**src/rft_pkg.sv**
```systemverilog
// Shared types and constants of the rail fence transposer.
`default_nettype none

package rft_pkg;

    // Fixed field widths.
    localparam int CHAR_W  = 8;
    localparam int RAILS_W = 5;

    // Defaults of the top-level parameters.
    localparam int MAX_LEN_DEF   = 64;
    localparam int MAX_RAILS_DEF = 16;

    // Configuration port.
    localparam int APB_DATA_W = 32;
    localparam int CFG_ADDR_W = 3;

    // Register indexes, decoded from the word address bit of paddr.
    localparam logic REG_RAILS = 1'b0;
    localparam logic REG_MODE  = 1'b1;

    // Register reset values.
    localparam logic [RAILS_W-1:0] RAILS_RST = 5'd3;
    localparam logic               MODE_RST  = 1'b0;

    // Commands from the controller to the datapath.
    typedef struct packed {
        logic load;         // a word is accepted this cycle
        logic burst_start;  // the accepted word closes a nonempty message
        logic walk_step;    // one step of the zigzag walk
        logic scan_step;    // one step of the linear read of the decrypt buffer
    } rft_cmd_t;

    // Status from the datapath to the controller.
    typedef struct packed {
        logic burst_ready;  // the message is nonempty once the current word is stored
        logic decrypt;      // mode captured at the start of the burst
        logic last_step;    // the step counter is on the final position
    } rft_status_t;

endpackage

`default_nettype wire

```
**src/rft_ram.sv**
```systemverilog
// Generic single-write, single-read RAM with registered read data.
`default_nettype none

module rft_ram #(
    parameter int WIDTH = 8,
    parameter int DEPTH = 64
) (
    input  wire logic                     clk,
    input  wire logic                     wr_en,
    input  wire logic [$clog2(DEPTH)-1:0] wr_addr,
    input  wire logic [WIDTH-1:0]         wr_data,
    input  wire logic [$clog2(DEPTH)-1:0] rd_addr,
    output logic      [WIDTH-1:0]         rd_data
);

    logic [WIDTH-1:0] mem_reg [DEPTH];
    logic [WIDTH-1:0] rd_data_reg;

    always_ff @(posedge clk)
    begin
        if (wr_en)
        begin
            mem_reg[wr_addr] <= wr_data;
        end
        rd_data_reg <= mem_reg[rd_addr];
    end

    assign rd_data = rd_data_reg;

endmodule

`default_nettype wire

```
**src/rft_ctrl.sv**
```systemverilog
// Controller state machine of the rail fence transposer.
`default_nettype none

module rft_ctrl
    import rft_pkg::*;
(
    input  wire logic        clk,
    input  wire logic        rst_n,
    input  wire logic        start,
    input  wire logic        last_in,
    input  wire rft_status_t st,
    output logic             busy,
    output rft_cmd_t         cmd
);

    typedef enum logic [3:0] {
        S_IDLE   = 4'b0001,
        S_WALK   = 4'b0010,
        S_SETTLE = 4'b0100,
        S_SCAN   = 4'b1000
    } state_t;

    state_t state_reg;
    state_t state_next;
    logic   accept;

    assign accept = start && (state_reg == S_IDLE);
    assign busy   = (state_reg != S_IDLE);

    always_comb
    begin
        cmd.load        = accept;
        cmd.burst_start = accept && last_in && st.burst_ready;
        cmd.walk_step   = (state_reg == S_WALK);
        cmd.scan_step   = (state_reg == S_SCAN);
    end

    always_comb
    begin
        state_next = state_reg;
        unique case (state_reg)
            S_IDLE:
            begin
                if (cmd.burst_start)
                begin
                    state_next = S_WALK;
                end
            end
            S_WALK:
            begin
                if (st.last_step)
                begin
                    state_next = st.decrypt ? S_SETTLE : S_IDLE;
                end
            end
            S_SETTLE:
            begin
                state_next = S_SCAN;
            end
            S_SCAN:
            begin
                if (st.last_step)
                begin
                    state_next = S_IDLE;
                end
            end
            default:
            begin
                state_next = S_IDLE;
            end
        endcase
    end

    always_ff @(posedge clk or negedge rst_n)
    begin
        if (!rst_n)
        begin
            state_reg <= S_IDLE;
        end
        else
        begin
            state_reg <= state_next;
        end
    end

endmodule

`default_nettype wire

```
**src/rft_datapath.sv**
```systemverilog
// Datapath: message store, zigzag walk, decrypt buffer and result register.
`default_nettype none

module rft_datapath
    import rft_pkg::*;
#(
    parameter int MAX_LEN   = MAX_LEN_DEF,
    parameter int MAX_RAILS = MAX_RAILS_DEF
) (
    input  wire logic               clk,
    input  wire logic               rst_n,
    input  wire rft_cmd_t           cmd,
    output rft_status_t             st,
    input  wire logic [CHAR_W-1:0]  char_in,
    input  wire logic               last_in,
    input  wire logic [RAILS_W-1:0] rails,
    input  wire logic               decrypt_mode,
    output logic [CHAR_W-1:0]       char_out,
    output logic                    last_out,
    output logic                    out_valid
);

    localparam int LEN_W  = $clog2(MAX_LEN + 1);
    localparam int ADDR_W = $clog2(MAX_LEN);
    localparam int STEP_W = RAILS_W + 1;
    localparam int SUM_W  = ((LEN_W > STEP_W) ? LEN_W : STEP_W) + 1;

    // Loading and burst bookkeeping.
    logic [LEN_W-1:0]   len_reg, len_next;
    logic [LEN_W-1:0]   n_reg, n_next;
    logic [RAILS_W-1:0] k_reg, k_next;
    logic               dec_reg, dec_next;

    // Zigzag walk.
    logic [RAILS_W-1:0] rail_reg, rail_next;
    logic [LEN_W-1:0]   pos_reg, pos_next;
    logic               phase_reg, phase_next;
    logic [LEN_W-1:0]   cnt_reg, cnt_next;

    // Read pipeline and decrypt scatter write.
    logic               rd_valid_reg, rd_last_reg, rd_src_reg;
    logic               scat_pend_reg;
    logic [ADDR_W-1:0]  scat_addr_reg;

    // Result register.
    logic               out_valid_reg, last_out_reg;
    logic [CHAR_W-1:0]  char_out_reg;

    logic               store_ok;
    logic [LEN_W-1:0]   len_new;
    logic [RAILS_W-1:0] k_sat;
    logic [RAILS_W-1:0] k_m1;
    logic [STEP_W-1:0]  step;
    logic [SUM_W-1:0]   cand;
    logic               in_range;
    logic [ADDR_W-1:0]  msg_rd_addr;
    logic [CHAR_W-1:0]  msg_rd_data;
    logic [CHAR_W-1:0]  buf_rd_data;

    assign store_ok = (char_in != '0) && (len_reg < LEN_W'(MAX_LEN));
    assign len_new  = len_reg + LEN_W'(store_ok);

    // Zero rails act as one rail; the count saturates at the largest supported.
    always_comb
    begin
        if (rails == '0)
        begin
            k_sat = RAILS_W'(1);
        end
        else if (32'(rails) > MAX_RAILS)
        begin
            k_sat = RAILS_W'(MAX_RAILS);
        end
        else
        begin
            k_sat = rails;
        end
    end

    // Stride to the next position on the same rail. The top and bottom rails
    // stride by a whole period; inner rails alternate between the two legs.
    assign k_m1 = k_reg - RAILS_W'(1);
    always_comb
    begin
        priority if (k_reg == RAILS_W'(1))
        begin
            step = STEP_W'(1);
        end
        else if ((rail_reg == '0) || (rail_reg == k_m1))
        begin
            step = {k_m1, 1'b0};
        end
        else if (phase_reg)
        begin
            step = {rail_reg, 1'b0};
        end
        else
        begin
            step = {k_m1 - rail_reg, 1'b0};
        end
    end

    assign cand     = SUM_W'(pos_reg) + SUM_W'(step);
    assign in_range = cand < SUM_W'(n_reg);

    assign st.burst_ready = (len_new != '0);
    assign st.decrypt     = dec_reg;
    assign st.last_step   = (cnt_reg == (n_reg - LEN_W'(1)));

    always_comb
    begin
        len_next   = len_reg;
        n_next     = n_reg;
        k_next     = k_reg;
        dec_next   = dec_reg;
        rail_next  = rail_reg;
        pos_next   = pos_reg;
        phase_next = phase_reg;
        cnt_next   = cnt_reg;

        if (cmd.load)
        begin
            len_next = last_in ? '0 : len_new;
        end

        if (cmd.burst_start)
        begin
            n_next     = len_new;
            k_next     = k_sat;
            dec_next   = decrypt_mode;
            rail_next  = '0;
            pos_next   = '0;
            phase_next = 1'b0;
            cnt_next   = '0;
        end
        else if (cmd.walk_step)
        begin
            cnt_next = st.last_step ? '0 : cnt_reg + LEN_W'(1);
            if (in_range)
            begin
                pos_next   = LEN_W'(cand);
                phase_next = !phase_reg;
            end
            else
            begin
                rail_next  = rail_reg + RAILS_W'(1);
                pos_next   = LEN_W'(SUM_W'(rail_reg) + SUM_W'(1));
                phase_next = 1'b0;
            end
        end
        else if (cmd.scan_step)
        begin
            cnt_next = cnt_reg + LEN_W'(1);
        end
    end

    always_ff @(posedge clk or negedge rst_n)
    begin
        if (!rst_n)
        begin
            len_reg       <= '0;
            n_reg         <= '0;
            k_reg         <= RAILS_W'(1);
            dec_reg       <= 1'b0;
            rail_reg      <= '0;
            pos_reg       <= '0;
            phase_reg     <= 1'b0;
            cnt_reg       <= '0;
            rd_valid_reg  <= 1'b0;
            scat_pend_reg <= 1'b0;
            out_valid_reg <= 1'b0;
        end
        else
        begin
            len_reg       <= len_next;
            n_reg         <= n_next;
            k_reg         <= k_next;
            dec_reg       <= dec_next;
            rail_reg      <= rail_next;
            pos_reg       <= pos_next;
            phase_reg     <= phase_next;
            cnt_reg       <= cnt_next;
            rd_valid_reg  <= (cmd.walk_step && !dec_reg) || cmd.scan_step;
            scat_pend_reg <= cmd.walk_step && dec_reg;
            out_valid_reg <= rd_valid_reg;
        end
    end

    always_ff @(posedge clk)
    begin
        rd_last_reg   <= st.last_step;
        rd_src_reg    <= cmd.scan_step;
        scat_addr_reg <= pos_reg[ADDR_W-1:0];
        char_out_reg  <= rd_src_reg ? buf_rd_data : msg_rd_data;
        last_out_reg  <= rd_valid_reg && rd_last_reg;
    end

    // Encrypt gathers from the walk position; decrypt reads in arrival order.
    assign msg_rd_addr = (cmd.walk_step && !dec_reg) ? pos_reg[ADDR_W-1:0]
                                                     : cnt_reg[ADDR_W-1:0];

    rft_ram #(
        .WIDTH (CHAR_W),
        .DEPTH (MAX_LEN)
    ) u_msg_ram (
        .clk     (clk),
        .wr_en   (cmd.load && store_ok),
        .wr_addr (len_reg[ADDR_W-1:0]),
        .wr_data (char_in),
        .rd_addr (msg_rd_addr),
        .rd_data (msg_rd_data)
    );

    // Decrypt scatters each arriving byte to its zigzag position here.
    rft_ram #(
        .WIDTH (CHAR_W),
        .DEPTH (MAX_LEN)
    ) u_buf_ram (
        .clk     (clk),
        .wr_en   (scat_pend_reg),
        .wr_addr (scat_addr_reg),
        .wr_data (msg_rd_data),
        .rd_addr (cnt_reg[ADDR_W-1:0]),
        .rd_data (buf_rd_data)
    );

    assign char_out  = char_out_reg;
    assign last_out  = last_out_reg;
    assign out_valid = out_valid_reg;

    // The last scatter write must land before the linear read starts.
    a_no_scan_during_scatter: assert property (@(posedge clk) disable iff (!rst_n)
        !(scat_pend_reg && cmd.scan_step))
        else $error("decrypt buffer read while a scatter write is pending");

    // The step counter never runs past the message.
    a_cnt_in_message: assert property (@(posedge clk) disable iff (!rst_n)
        (cmd.walk_step || cmd.scan_step) |-> (cnt_reg < n_reg))
        else $error("step counter beyond message length");

    // The walk only visits positions inside the message.
    a_pos_in_message: assert property (@(posedge clk) disable iff (!rst_n)
        cmd.walk_step |-> (pos_reg < n_reg))
        else $error("zigzag position beyond message length");

    // The final step's word leaves the result register marked by last_out.
    a_last_follows_step: assert property (@(posedge clk) disable iff (!rst_n)
        ((cmd.walk_step && !dec_reg && st.last_step) ||
         (cmd.scan_step && st.last_step)) |=> ##1 (out_valid_reg && last_out_reg))
        else $error("final word of burst not flagged");

endmodule

`default_nettype wire

```
**src/rail_fence_transposer_unit.sv**
```systemverilog
// Top level of the rail fence transposer: register port, controller, datapath.
`default_nettype none

// The unit applies a zigzag (rail fence) transposition to a message of up to
// MAX_LEN bytes. A word is accepted at each rising edge where start is high
// and busy is low, one word per cycle while loading; zero bytes are dropped
// and bytes past MAX_LEN are dropped as well. The word marked by last_in
// closes the message: if it is nonempty, busy rises and the permuted message
// comes out as a burst of words, one per cycle, each marked by out_valid for
// a single cycle, with last_out on the final one. The receiver cannot hold
// results off. In encrypt mode busy stays high after the last word while
// the walk takes one zigzag step per byte, and each result passes the read
// register and then the result register behind its step. In decrypt mode the
// zigzag walk first scatters the bytes into a second buffer, a settling state
// follows, and a linear read of that buffer gives the results, with busy
// high throughout. The read port of each message memory delivers one byte
// per cycle. The rail count and mode are sampled when the closing word is
// accepted; rail counts of zero act as one, counts above MAX_RAILS
// saturate, and one rail, or at least as many rails as bytes, leaves the
// message unchanged. A message that is empty when it is closed produces no
// results. Registers: rails at byte address 0 (reset 3) and decrypt_mode at
// byte address 4 (reset 0).

module rail_fence_transposer_unit
    import rft_pkg::*;
#(
    parameter int MAX_LEN   = MAX_LEN_DEF,
    parameter int MAX_RAILS = MAX_RAILS_DEF
) (
    input  wire logic                  clk,
    input  wire logic                  rst_n,
    // Command channel.
    input  wire logic                  start,
    output logic                       busy,
    input  wire logic [CHAR_W-1:0]     char_in,
    input  wire logic                  last_in,
    // Result channel.
    output logic                       out_valid,
    output logic [CHAR_W-1:0]          char_out,
    output logic                       last_out,
    // Configuration port.
    input  wire logic                  psel,
    input  wire logic                  penable,
    input  wire logic                  pwrite,
    input  wire logic [CFG_ADDR_W-1:0] paddr,
    input  wire logic [APB_DATA_W-1:0] pwdata,
    output logic [APB_DATA_W-1:0]      prdata,
    output logic                       pready
);

    logic [RAILS_W-1:0] rails_reg, rails_next;
    logic               decrypt_mode_reg, decrypt_mode_next;
    logic               cfg_wr;
    logic               reg_sel;
    rft_cmd_t           cmd;
    rft_status_t        st;

    // The port never inserts wait states.
    assign pready  = 1'b1;
    assign cfg_wr  = psel && penable && pwrite && pready;

    // Registers sit on word boundaries, so the word address bit picks one.
    assign reg_sel = paddr[CFG_ADDR_W-1];

    always_comb
    begin
        rails_next        = rails_reg;
        decrypt_mode_next = decrypt_mode_reg;
        if (cfg_wr)
        begin
            unique case (reg_sel)
                REG_RAILS: rails_next        = pwdata[RAILS_W-1:0];
                REG_MODE:  decrypt_mode_next = pwdata[0];
                default:   rails_next        = rails_reg;
            endcase
        end
    end

    always_ff @(posedge clk or negedge rst_n)
    begin
        if (!rst_n)
        begin
            rails_reg        <= RAILS_RST;
            decrypt_mode_reg <= MODE_RST;
        end
        else
        begin
            rails_reg        <= rails_next;
            decrypt_mode_reg <= decrypt_mode_next;
        end
    end

    // Read data is returned in the access cycle.
    always_comb
    begin
        unique case (reg_sel)
            REG_RAILS: prdata = APB_DATA_W'(rails_reg);
            REG_MODE:  prdata = APB_DATA_W'(decrypt_mode_reg);
            default:   prdata = '0;
        endcase
    end

    // The controller sequences loading, the zigzag walk and the decrypt scan.
    rft_ctrl u_ctrl (
        .clk     (clk),
        .rst_n   (rst_n),
        .start   (start),
        .last_in (last_in),
        .st      (st),
        .busy    (busy),
        .cmd     (cmd)
    );

    // The datapath holds the message memories, the walk counters and the
    // result register.
    rft_datapath #(
        .MAX_LEN   (MAX_LEN),
        .MAX_RAILS (MAX_RAILS)
    ) u_datapath (
        .clk          (clk),
        .rst_n        (rst_n),
        .cmd          (cmd),
        .st           (st),
        .char_in      (char_in),
        .last_in      (last_in),
        .rails        (rails_reg),
        .decrypt_mode (decrypt_mode_reg),
        .char_out     (char_out),
        .last_out     (last_out),
        .out_valid    (out_valid)
    );

endmodule

`default_nettype wire

```
**config.mk**
```make
export PLATFORM = sky130hd
export DESIGN_NAME = rail_fence_transposer_unit
export DESIGN_NICKNAME = d
export VERILOG_FILES = /design/src/rft_pkg.sv /design/src/rft_ram.sv /design/src/rft_ctrl.sv /design/src/rft_datapath.sv /design/src/rail_fence_transposer_unit.sv
export SDC_FILE = /design/constraint.sdc
export NUM_CORES = 1
export LEC_CHECK = 0
export ABC_AREA = 1
export BUFFER_PORTS_ARGS = -buffer_cell sky130_fd_sc_hd__buf_4
export CAP_MARGIN = 40
export CORE_UTILIZATION = 30
export CTS_CLUSTER_DIAMETER = 30
export DETAILED_ROUTE_END_ITERATION = 10
export GPL_TIMING_DRIVEN = 0
export PLACE_DENSITY_LB_ADDON = 0.05
export SYNTH_ARGS = -nofsm -noshare
export SYNTH_HDL_FRONTEND = slang
export SYNTH_SLANG_ARGS = --single-unit
```
**constraint.sdc**
```tcl
create_clock -name clk -period 12.4 [get_ports clk]
set_input_delay 2.48 -clock clk [delete_from_list [all_inputs] [get_ports clk]]
set_output_delay 2.48 -clock clk [all_outputs]
set_load 0.01 [all_outputs]
```
==> results by group, run 1 <==
Status
  – Run status: completed

Layout
  – Top library cells by usage in the layout, fill and taps aside: 1024 x sky130_fd_sc_hd__edfxtp_1, 647 x sky130_fd_sc_hd__nand2_1, 570 x sky130_fd_sc_hd__nand3_1
  – Ratio of cells with drive above 1 in the final layout: about 15%
  – Final core utilization: a little under 40%
  – Non-filler cells, final: 7091
  – Syn-to-layout area delta: 31.2%
  – Leading cell type in the layout, fill and taps excluded: sky130_fd_sc_hd__edfxtp_1
  – Number of nets in the final layout: 4870

Routing
  – Mean number of vias per cell: 4.84
  – Average wire per standard cell: 26.4 um
  – Number of vias in the routed layout: about 34000
  – First drt pass iteration count: 6
  – Residual antenna-violating net count after detailed routing: 0
  – Detailed-route wire length: 187000 um
  – DRC violations left: 0
  – Violation count after the first detailed-route iteration: ~3100

Clock network
  – Clk pin slew, worst setup/hold paths: roughly 0.04 ns
  – Insertion delay to the later sink of the worst-skew pair: about 0.90 ns
  – Clock root cell: sky130_fd_sc_hd__clkbuf_16
  – Number of levels the H-tree was split into: 5
  – CTS Buffer Depth: 4
  – Clock tree from TritonCTS: yes
  – Total clock sinks: 1110
  – Number of hold-repair buffers added at the cts stage: 0
  – Number of instances resized during post-cts repair: 0
  – Setup Fix Bufs, Post-CTS: 0
  – TritonCTS buffer count: 320

Logic synthesis
  – Largest area contributor in the netlist: sky130_fd_sc_hd__edfxtp_1
  – Synthesized cell area: between 40000 and 50000 um2
  – Yosys warnings: 0
  – Mean post-synth cell area: between 10 and 15 um2
  – Distinct cell type count of the synthesized netlist: 45
  – Ys flop type: sky130_fd_sc_hd__edfxtp_1
  – Register area share after synthesis: roughly 69%
  – Post-synth top area share: ~65%
  – Portion of netlist area occupied by mux cells: less than 1%
  – Main combinational cell family by area after synthesis: simple AND/OR/NAND/NOR gates
  – Largest cells by area after synthesis: sky130_fd_sc_hd__edfxtp_1 65%, sky130_fd_sc_hd__nand3_1 6.0%, sky130_fd_sc_hd__nand2_1 5.1%, sky130_fd_sc_hd__inv_1 4.4%, sky130_fd_sc_hd__nor2_1 3.7%
  – Gate Count Post-Synth: around 4300
  – Synthesis-stage register bit count: 1110
  – Compound-Gate Fraction of Synth Area: around 6.7%
  – Area share of fa/ha/maj cells after synthesis: 0.720%
  – Number of flops mapped to enable cells by yosys: 1024
  – Proportion of synthesized flip-flops having asynchronous set or reset: 4.77%
  – Simple-gate area share of the yosys netlist: about 16%
  – Parity-gate share of the synthesized area counting xor and xnor cells: less than 1%

Worst setup path
  – Required time of the worst setup path: 9.92 ns
  – Worst-path cell with the longest stage delay: sky130_fd_sc_hd__clkbuf_1
  – Critical Path Sink Type: output pin
  – Number of cells on the critical path: 3
  – Critical Path AT: about 3.1 ns
  – Worst R2R Path Depth: 23
  – Count of buffering cells on the critical path with inverters included: 2
  – Critical Path Max Stage Delay: 0.29 ns
  – Delay-heaviest family, CP: buffers and inverters
  – Startpoint-to-endpoint class of the critical path: input port to output pin
  – Highest net fanout along the worst path: 9
  – Critical path, cell by cell: clkbuf_1 > o21ai_0 > buf_4
  – Startpoint class of the critical path: input port

Placement
  – Number of I/O port buffers: 35
  – Routability cong.: between 0.9 and 1
  – Half-perimeter wire length after placement: 129000 um
  – Worst slack after detailed placement: between 6 and 7 ns
  – Post-placement cell count: about 6500

Timing
  – Tightest hold margin: between 0.3 and 0.4 ns
  – Final critical path time including I/O delays and setup: between 5 and 6 ns
  – RSZ-0062 raised after global routing: no
  – Minimum setup slack in the final design: 6.80 ns
  – Final hold violation count: 0
  – Setup-violating endpoint count in the final report: 0
  – Worst max-slew margin expressed relative to the limit: 34.3%
  – Share of the cycle needed by the critical path after routing: 45.2%
  – Worst setup skew after layout: around 0.093 ns
  – Actual transition at the worst max-transition pin: slightly below 1 ns
  – FMAX: approximately 0.18 GHz
  – Count of pins over their slew limit: 0
  – TNS Setup: 0 ns

Pwr
  – Leakage power of the design: 0.0244 uW
  – Worst vdd ir: ~0.16 mV
  – Pwr Density: 279 nW/um2

Floorplan
  – Total die area: around 160000 um2
  – Initial core utilization: 30.2%
  – Height of the die: 399 um
  – Number of top-level pins: 94
  – Die span in x: 399 um
  – Core Region: between 150000 and 200000 um2
  – Placement Rows: around 150

Global routing
  – Fraction of met1 tracks used by global routing: a little under a third
  – Maximum number of pins on one net before global-route repair: 66
  – First-pass GRT wire length: about 260000 um
  – Residual overflow from global routing: 0
  – Global-route met3 utilization: about 4.3%
  – Antenna violations before repair: 3
  – Grt met2 use: between 30 and 40%
  – Most Crowded Layer GR: met2
  – Via count of the first global-routing pass: 34100
  – Global-route usage over all layers: a little under a quarter

Hold path
  – Hold WC Path Type: flip-flop to flip-flop
  – Number of cells on the worst hold path: 0

Run
  – Reported max-cap violation count: 0
-- synthesized netlist by cell type (2+ instances only) --
cell	count
sky130_fd_sc_hd__nor3_1	10
sky130_fd_sc_hd__ha_1	24
sky130_fd_sc_hd__nand3_1	570
sky130_fd_sc_hd__buf_2	94
sky130_fd_sc_hd__o22ai_1	134
sky130_fd_sc_hd__nand2_1	647
sky130_fd_sc_hd__o21ai_1	16
sky130_fd_sc_hd__inv_2	5
sky130_fd_sc_hd__xor2_1	22
sky130_fd_sc_hd__o21ai_0	335
sky130_fd_sc_hd__nor4_1	2
sky130_fd_sc_hd__a21o_1	2
sky130_fd_sc_hd__clkbuf_1	116
sky130_fd_sc_hd__buf_4	33
sky130_fd_sc_hd__a21oi_1	24
sky130_fd_sc_hd__nand3b_1	4
sky130_fd_sc_hd__nand2_2	3
sky130_fd_sc_hd__nor2_4	2
sky130_fd_sc_hd__o221ai_1	14
sky130_fd_sc_hd__dfstp_2	4
sky130_fd_sc_hd__mux2_2	8
sky130_fd_sc_hd__xnor2_1	7
sky130_fd_sc_hd__o211ai_1	23
sky130_fd_sc_hd__buf_1	6
sky130_fd_sc_hd__inv_1	559
sky130_fd_sc_hd__o21bai_1	11
sky130_fd_sc_hd__dfrtp_1	49
sky130_fd_sc_hd__nor2_1	468
sky130_fd_sc_hd__edfxtp_1	1024
sky130_fd_sc_hd__or2_2	6
sky130_fd_sc_hd__buf_6	5
sky130_fd_sc_hd__dfxtp_1	33
sky130_fd_sc_hd__nand4_1	15
sky130_fd_sc_hd__fa_1	2
sky130_fd_sc_hd__conb_1	2
-- worst paths after layout --
kind                                         start  slack (ns)                    end
max in group asynchronous                    rst_n       10.19       decrypt_mode_reg
min in group asynchronous                    rst_n        1.65    u_ctrl.state_reg[3]
setup reg to reg               u_datapath.k_reg[0]        7.44  u_datapath.pos_reg[6]
setup / recovery                          paddr[2]        6.80              prdata[0]
hold / removal             u_datapath.rd_valid_reg        0.39   u_datapath.out_valid
hold reg to reg            u_datapath.rd_valid_reg        0.39   u_datapath.out_valid
-- kinds of logic after synthesis --
group / Yosys count
adder cells (fa/ha/maj): 26
XOR/XNOR: 29
multiplexers: 8
buffers and inverters: 818
AO/OA/AOI/OAI: 566
other: 2
flip-flops: 1110
AND/OR/NAND/NOR: 1730
-- report_power, final --
group | internal (uW) | switching, uW
logic | 1230 | 3470
clock network | 5590 | 2280
registers | 4500 | 241
-- final cells by class --
cell class	count	area [um2]
well taps	2058	2570
fillers	15300	94300
clock buffers	396	8490
multi-input cells	2387	11300
plain buffers	254	1230
flip-flops and latches	1110	32800
inverters	564	2120
diodes	2	5.00
repair buffers	157	1710
clock inverters	163	1860
-- layer usage --
| metal | routed length [um] | vias up |
|---|---|---|
| li1 | - | 15800 |
| met1 | 82300 | 17000 |
| met2 | 87200 | 1183 |
| met3 | 10600 | 358 |
| met4 | 6940 | 0 |
| met5 | 0 | - |
-- metrics by stage --
stage / total power (uW) / area [um2]
floorplan: 7120 / 47400
global placement: 9420 / 50200
detailed placement: 9520 / 51700
CTS: 17400 / 62000
global route: 18000 / 62100
finish: 17300 / 62100
Power figures use the tool's default switching activity.
==> inputs of run 2 (changes only) <==
==> constraint.sdc (replaced) <==
create_clock -name clk -period 4.8 [get_ports clk]
set_input_delay 0.96 -clock clk [delete_from_list [all_inputs] [get_ports clk]]
set_output_delay 0.96 -clock clk [all_outputs]
set_load 0.01 [all_outputs]
==> run 2 against run 1 <==
  * Cell count rose by 0.13%
  * Critical path depth grew 20
  * Register-to-register slack got worse by 7.1 ns
  * Global-route usage is the same
  * Clock-buffer cell count is the same
  * Non-clock buffer count increased by 9
  * Die area unchanged
  * Wire length rose by 0.16%
  * Utilization up 0.074 points
  * Clock power grew to 2.6 times the previous value
  * Hold slack got worse by 0.25 ns
  * Combinational power rose to 2.7 times the previous value
==> results by group, run 2 (synthesized netlist as in run 1, its figures left out) <==
Routing
  – Number of vias in the routed layout: 34500 (+0.31%)
  – Residual antenna-violating net count after detailed routing: 0 (unchanged)
  – First drt pass iteration count: 8 (+2)
  – DRC violations left: 0 (unchanged)
  – Violation count after the first detailed-route iteration: 2992 (-4.8%)
  – Average wire per standard cell: 26.4 um (about the same)
  – Detailed-route wire length: 187000 um (+0.16%)
  – Mean number of vias per cell: 4.85 (+0.18%)

Global routing
  – Antenna violations before repair: 3 (unchanged)
  – Via count of the first global-routing pass: 34100 (unchanged)
  – Residual overflow from global routing: 0 (unchanged)
  – Maximum number of pins on one net before global-route repair: 66 (unchanged)
  – First-pass GRT wire length: 261000 um (unchanged)
  – Global-route usage over all layers: 23.5% (unchanged)

Timing
  – Count of pins over their slew limit: 0 (unchanged)
  – Tightest hold margin: 0.135 ns (-0.252 ns)
  – Final critical path time including I/O delays and setup: 4.42 ns
  – Final hold violation count: 0 (unchanged)
  – Actual transition at the worst max-transition pin: 0.991 ns (+0.00481 ns)
  – RSZ-0062 raised after global routing: no
  – Setup-violating endpoint count in the final report: 0 (unchanged)
  – FMAX: approximately 0.23 GHz
  – Worst setup skew after layout: 0.0935 ns (+0.000599 ns)
  – Share of the cycle needed by the critical path after routing: between 90 and 100%
  – Worst max-slew margin expressed relative to the limit: 34.0% (-0.32 points)
  – TNS Setup: 0 ns (unchanged)

Worst setup path
  – CP startpoint: u_datapath.k_reg[0]
  – Startpoint-to-endpoint class of the critical path: flip-flop to flip-flop
  – Critical register-to-register path endpoint: u_datapath.pos_reg[6]
  – Startpoint of the worst-slack reg-to-reg timing path: u_datapath.k_reg[0]
  – Critical Path AT: 5.20 ns (+2.08 ns)
  – Critical Path Sink Type: flip-flop
  – Startpoint class of the critical path: flip-flop
  – Worst R2R Path Depth: 23 (unchanged)
  – Required time of the worst setup path: 5.58 ns (-4.34 ns)
  – Reg2reg setup slack: 0.38 ns (-7.06 ns)
  – Highest net fanout along the worst path: 5 (-4)

Pwr
  – Design Power: 45300 uW (+160%)
  – Portion of total power attributed to combinational logic: 28.1% (+0.9 points)
  – Pwr Density: 729 nW/um2 (+160%)
  – Internal power: 29600 uW (+160%)
  – Worst vdd ir: 0.417 mV (+160%)
  – Switching share of total power: 34.6% (about the same)
  – Flop pwr share: 27.1% (-0.3 points)
  – Share of power burned in the clock network: 44.9% (-0.5 points)
  – Total net switching power: 15700 uW (+160%)
  – Leakage power of the design: 0.0244 uW (+0.21%)

Layout
  – Syn-to-layout area delta: 31.5%
  – Leading cell type in the layout, fill and taps excluded: sky130_fd_sc_hd__edfxtp_1
  – Top library cells by usage in the layout, fill and taps aside: 1024 x sky130_fd_sc_hd__edfxtp_1, 644 x sky130_fd_sc_hd__nand2_1, 570 x sky130_fd_sc_hd__nand3_1
  – Non-filler cells, final: 7100 (+0.13%)
  – Number of fill cells: 15300 (+0.013%)
  – Ratio of cells with drive above 1 in the final layout: 15.7% (+0.31 points)
  – Number of nets in the final layout: 4880 (+0.21%)

Clock network
  – Clock root cell: sky130_fd_sc_hd__clkbuf_16
  – CTS Buffer Depth: 4 (unchanged)
  – Clock tree from TritonCTS: yes
  – Number of levels the H-tree was split into: 5 (unchanged)
  – Clk pin slew, worst setup/hold paths: 0.04 ns (about the same)
  – Insertion delay to the later sink of the worst-skew pair: 0.91 ns (about the same)
  – Total clock sinks: 1110 (unchanged)
  – TritonCTS buffer count: 320 (unchanged)

Floorplan
  – Core Region: 156000 um2 (unchanged)
  – Initial core utilization: 30.2% (unchanged)
  – Total die area: 159000 um2 (unchanged)
  – Placement Rows: 145 (unchanged)
  – Die span in x: 399 um (unchanged)
  – Number of top-level pins: 94 (unchanged)
  – Height of the die: 399 um (unchanged)

Run
  – Reported max-cap violation count: 0 (unchanged)

Placement
  – Routability cong.: 0.919 (unchanged)
  – Half-perimeter wire length after placement: 129000 um (unchanged)
  – Post-placement cell count: 6529 (unchanged)
  – Number of I/O port buffers: 35 (unchanged)

Status
  – Run status: completed

Hold path
  – Hold WC Path Type: input port to asynchronous set/reset pin
==> run 2: changes by cell type in the layout (fill, tap and decap cells not counted), moves of 2 or more <==
cell,delta
sky130_fd_sc_hd__buf_4,+9
sky130_fd_sc_hd__xor2_2,+2
sky130_fd_sc_hd__nand2_1,-3
sky130_fd_sc_hd__xor2_1,-2
sky130_fd_sc_hd__o21ai_0,-2
sky130_fd_sc_hd__nand2_2,+3
sky130_fd_sc_hd__o21ai_1,+2
==> run 2: what timing repair did <==
action                                  CTS  global route
hold buffers                              0             0
gates cloned                              0             1
buffers inserted                          0             9
gates resized for setup                   2            10
pin swaps                                 0             9
endpoints found under the setup margin    5            13
==> run 2: stage by stage <==
step,utilization [%],setup WS (ns),area [um2]
3_3_place_gp,32.1,-0.178,50200
3_5_place_dp,33.1,-0.155,51700
5_1_grt,39.8,0.0152,62200
4_1_cts,39.7,0.0128,62000
6_report,39.8,0.379,62200
2_1_floorplan,-,0.646,47400
==> run 2: how the worst max path moves through the flow <==
stage                                  to  slack (ns)  depth (start not counted)
finish              u_datapath.pos_reg[6]        0.38                         23
global route        u_datapath.pos_reg[6]        0.02                         23
CTS                 u_datapath.pos_reg[6]        0.01                         23
detailed placement  u_datapath.pos_reg[6]       -0.16                         23
global placement    u_datapath.pos_reg[6]       -0.18                         23
floorplan            u_datapath.phase_reg        0.65                         23
==> run 2: power by group through the flow <==
stage,Combinational [uW],Sequential (uW),Clock (uW)
floorplan,6120,12300,0
global placement,11300,13000,0
detailed placement,12200,12400,0
CTS,12200,12300,20600
global route,13600,12300,21100
finish,12700,12300,20300
==> run 2: final cells by class <==
cell class | count | area, um2 | share of cell area, %
antenna | 1 | 2.50 | 0.00402
buffer | 254 | 1230 | 1.98
clock buffer | 396 | 8490 | 13.7
clock inverter | 163 | 1860 | 2.99
inverter | 564 | 2120 | 3.40
multi-input combinational | 2388 | 11400 | 18.3
sequential | 1110 | 32800 | 52.7
tap | 2058 | 2570 | 4.14
timing repair buffer | 166 | 1780 | 2.86
==> run 2: routing by layer <==
metal / up-vias / global-route usage, % / part of all wire (%)
met5: - / 0 / 0
met4: 0 / 9.32 / 3.6
met3: 347 / 4.26 / 5.5
met2: 1187 / 37.7 / 47
met1: 17100 / 31.3 / 44
li1: 15800 / - / -
==> run 2: critical path, cell delays in order, from the launching register on <==
cell and delay, ns:
sky130_fd_sc_hd__dfstp_2 0.54, sky130_fd_sc_hd__inv_1 0.09, sky130_fd_sc_hd__ha_2 0.22, sky130_fd_sc_hd__xor2_2 0.16, sky130_fd_sc_hd__ha_1 0.35, sky130_fd_sc_hd__nand2_1 0.08
sky130_fd_sc_hd__inv_1 0.05, sky130_fd_sc_hd__nand4_1 0.10, sky130_fd_sc_hd__nand2_2 0.09, sky130_fd_sc_hd__buf_4 0.14, sky130_fd_sc_hd__a21oi_1 0.14, sky130_fd_sc_hd__nor2_1 0.08
sky130_fd_sc_hd__ha_1 0.35, sky130_fd_sc_hd__a21oi_1 0.14, sky130_fd_sc_hd__nand2_1 0.09, sky130_fd_sc_hd__a21o_1 0.17, sky130_fd_sc_hd__a21oi_1 0.15, sky130_fd_sc_hd__xor2_1 0.23
sky130_fd_sc_hd__ha_1 0.31, sky130_fd_sc_hd__a211oi_4 0.39, sky130_fd_sc_hd__nand2_4 0.12, sky130_fd_sc_hd__nor2_4 0.19, sky130_fd_sc_hd__nand2_1 0.07, sky130_fd_sc_hd__o21ai_0 0.08
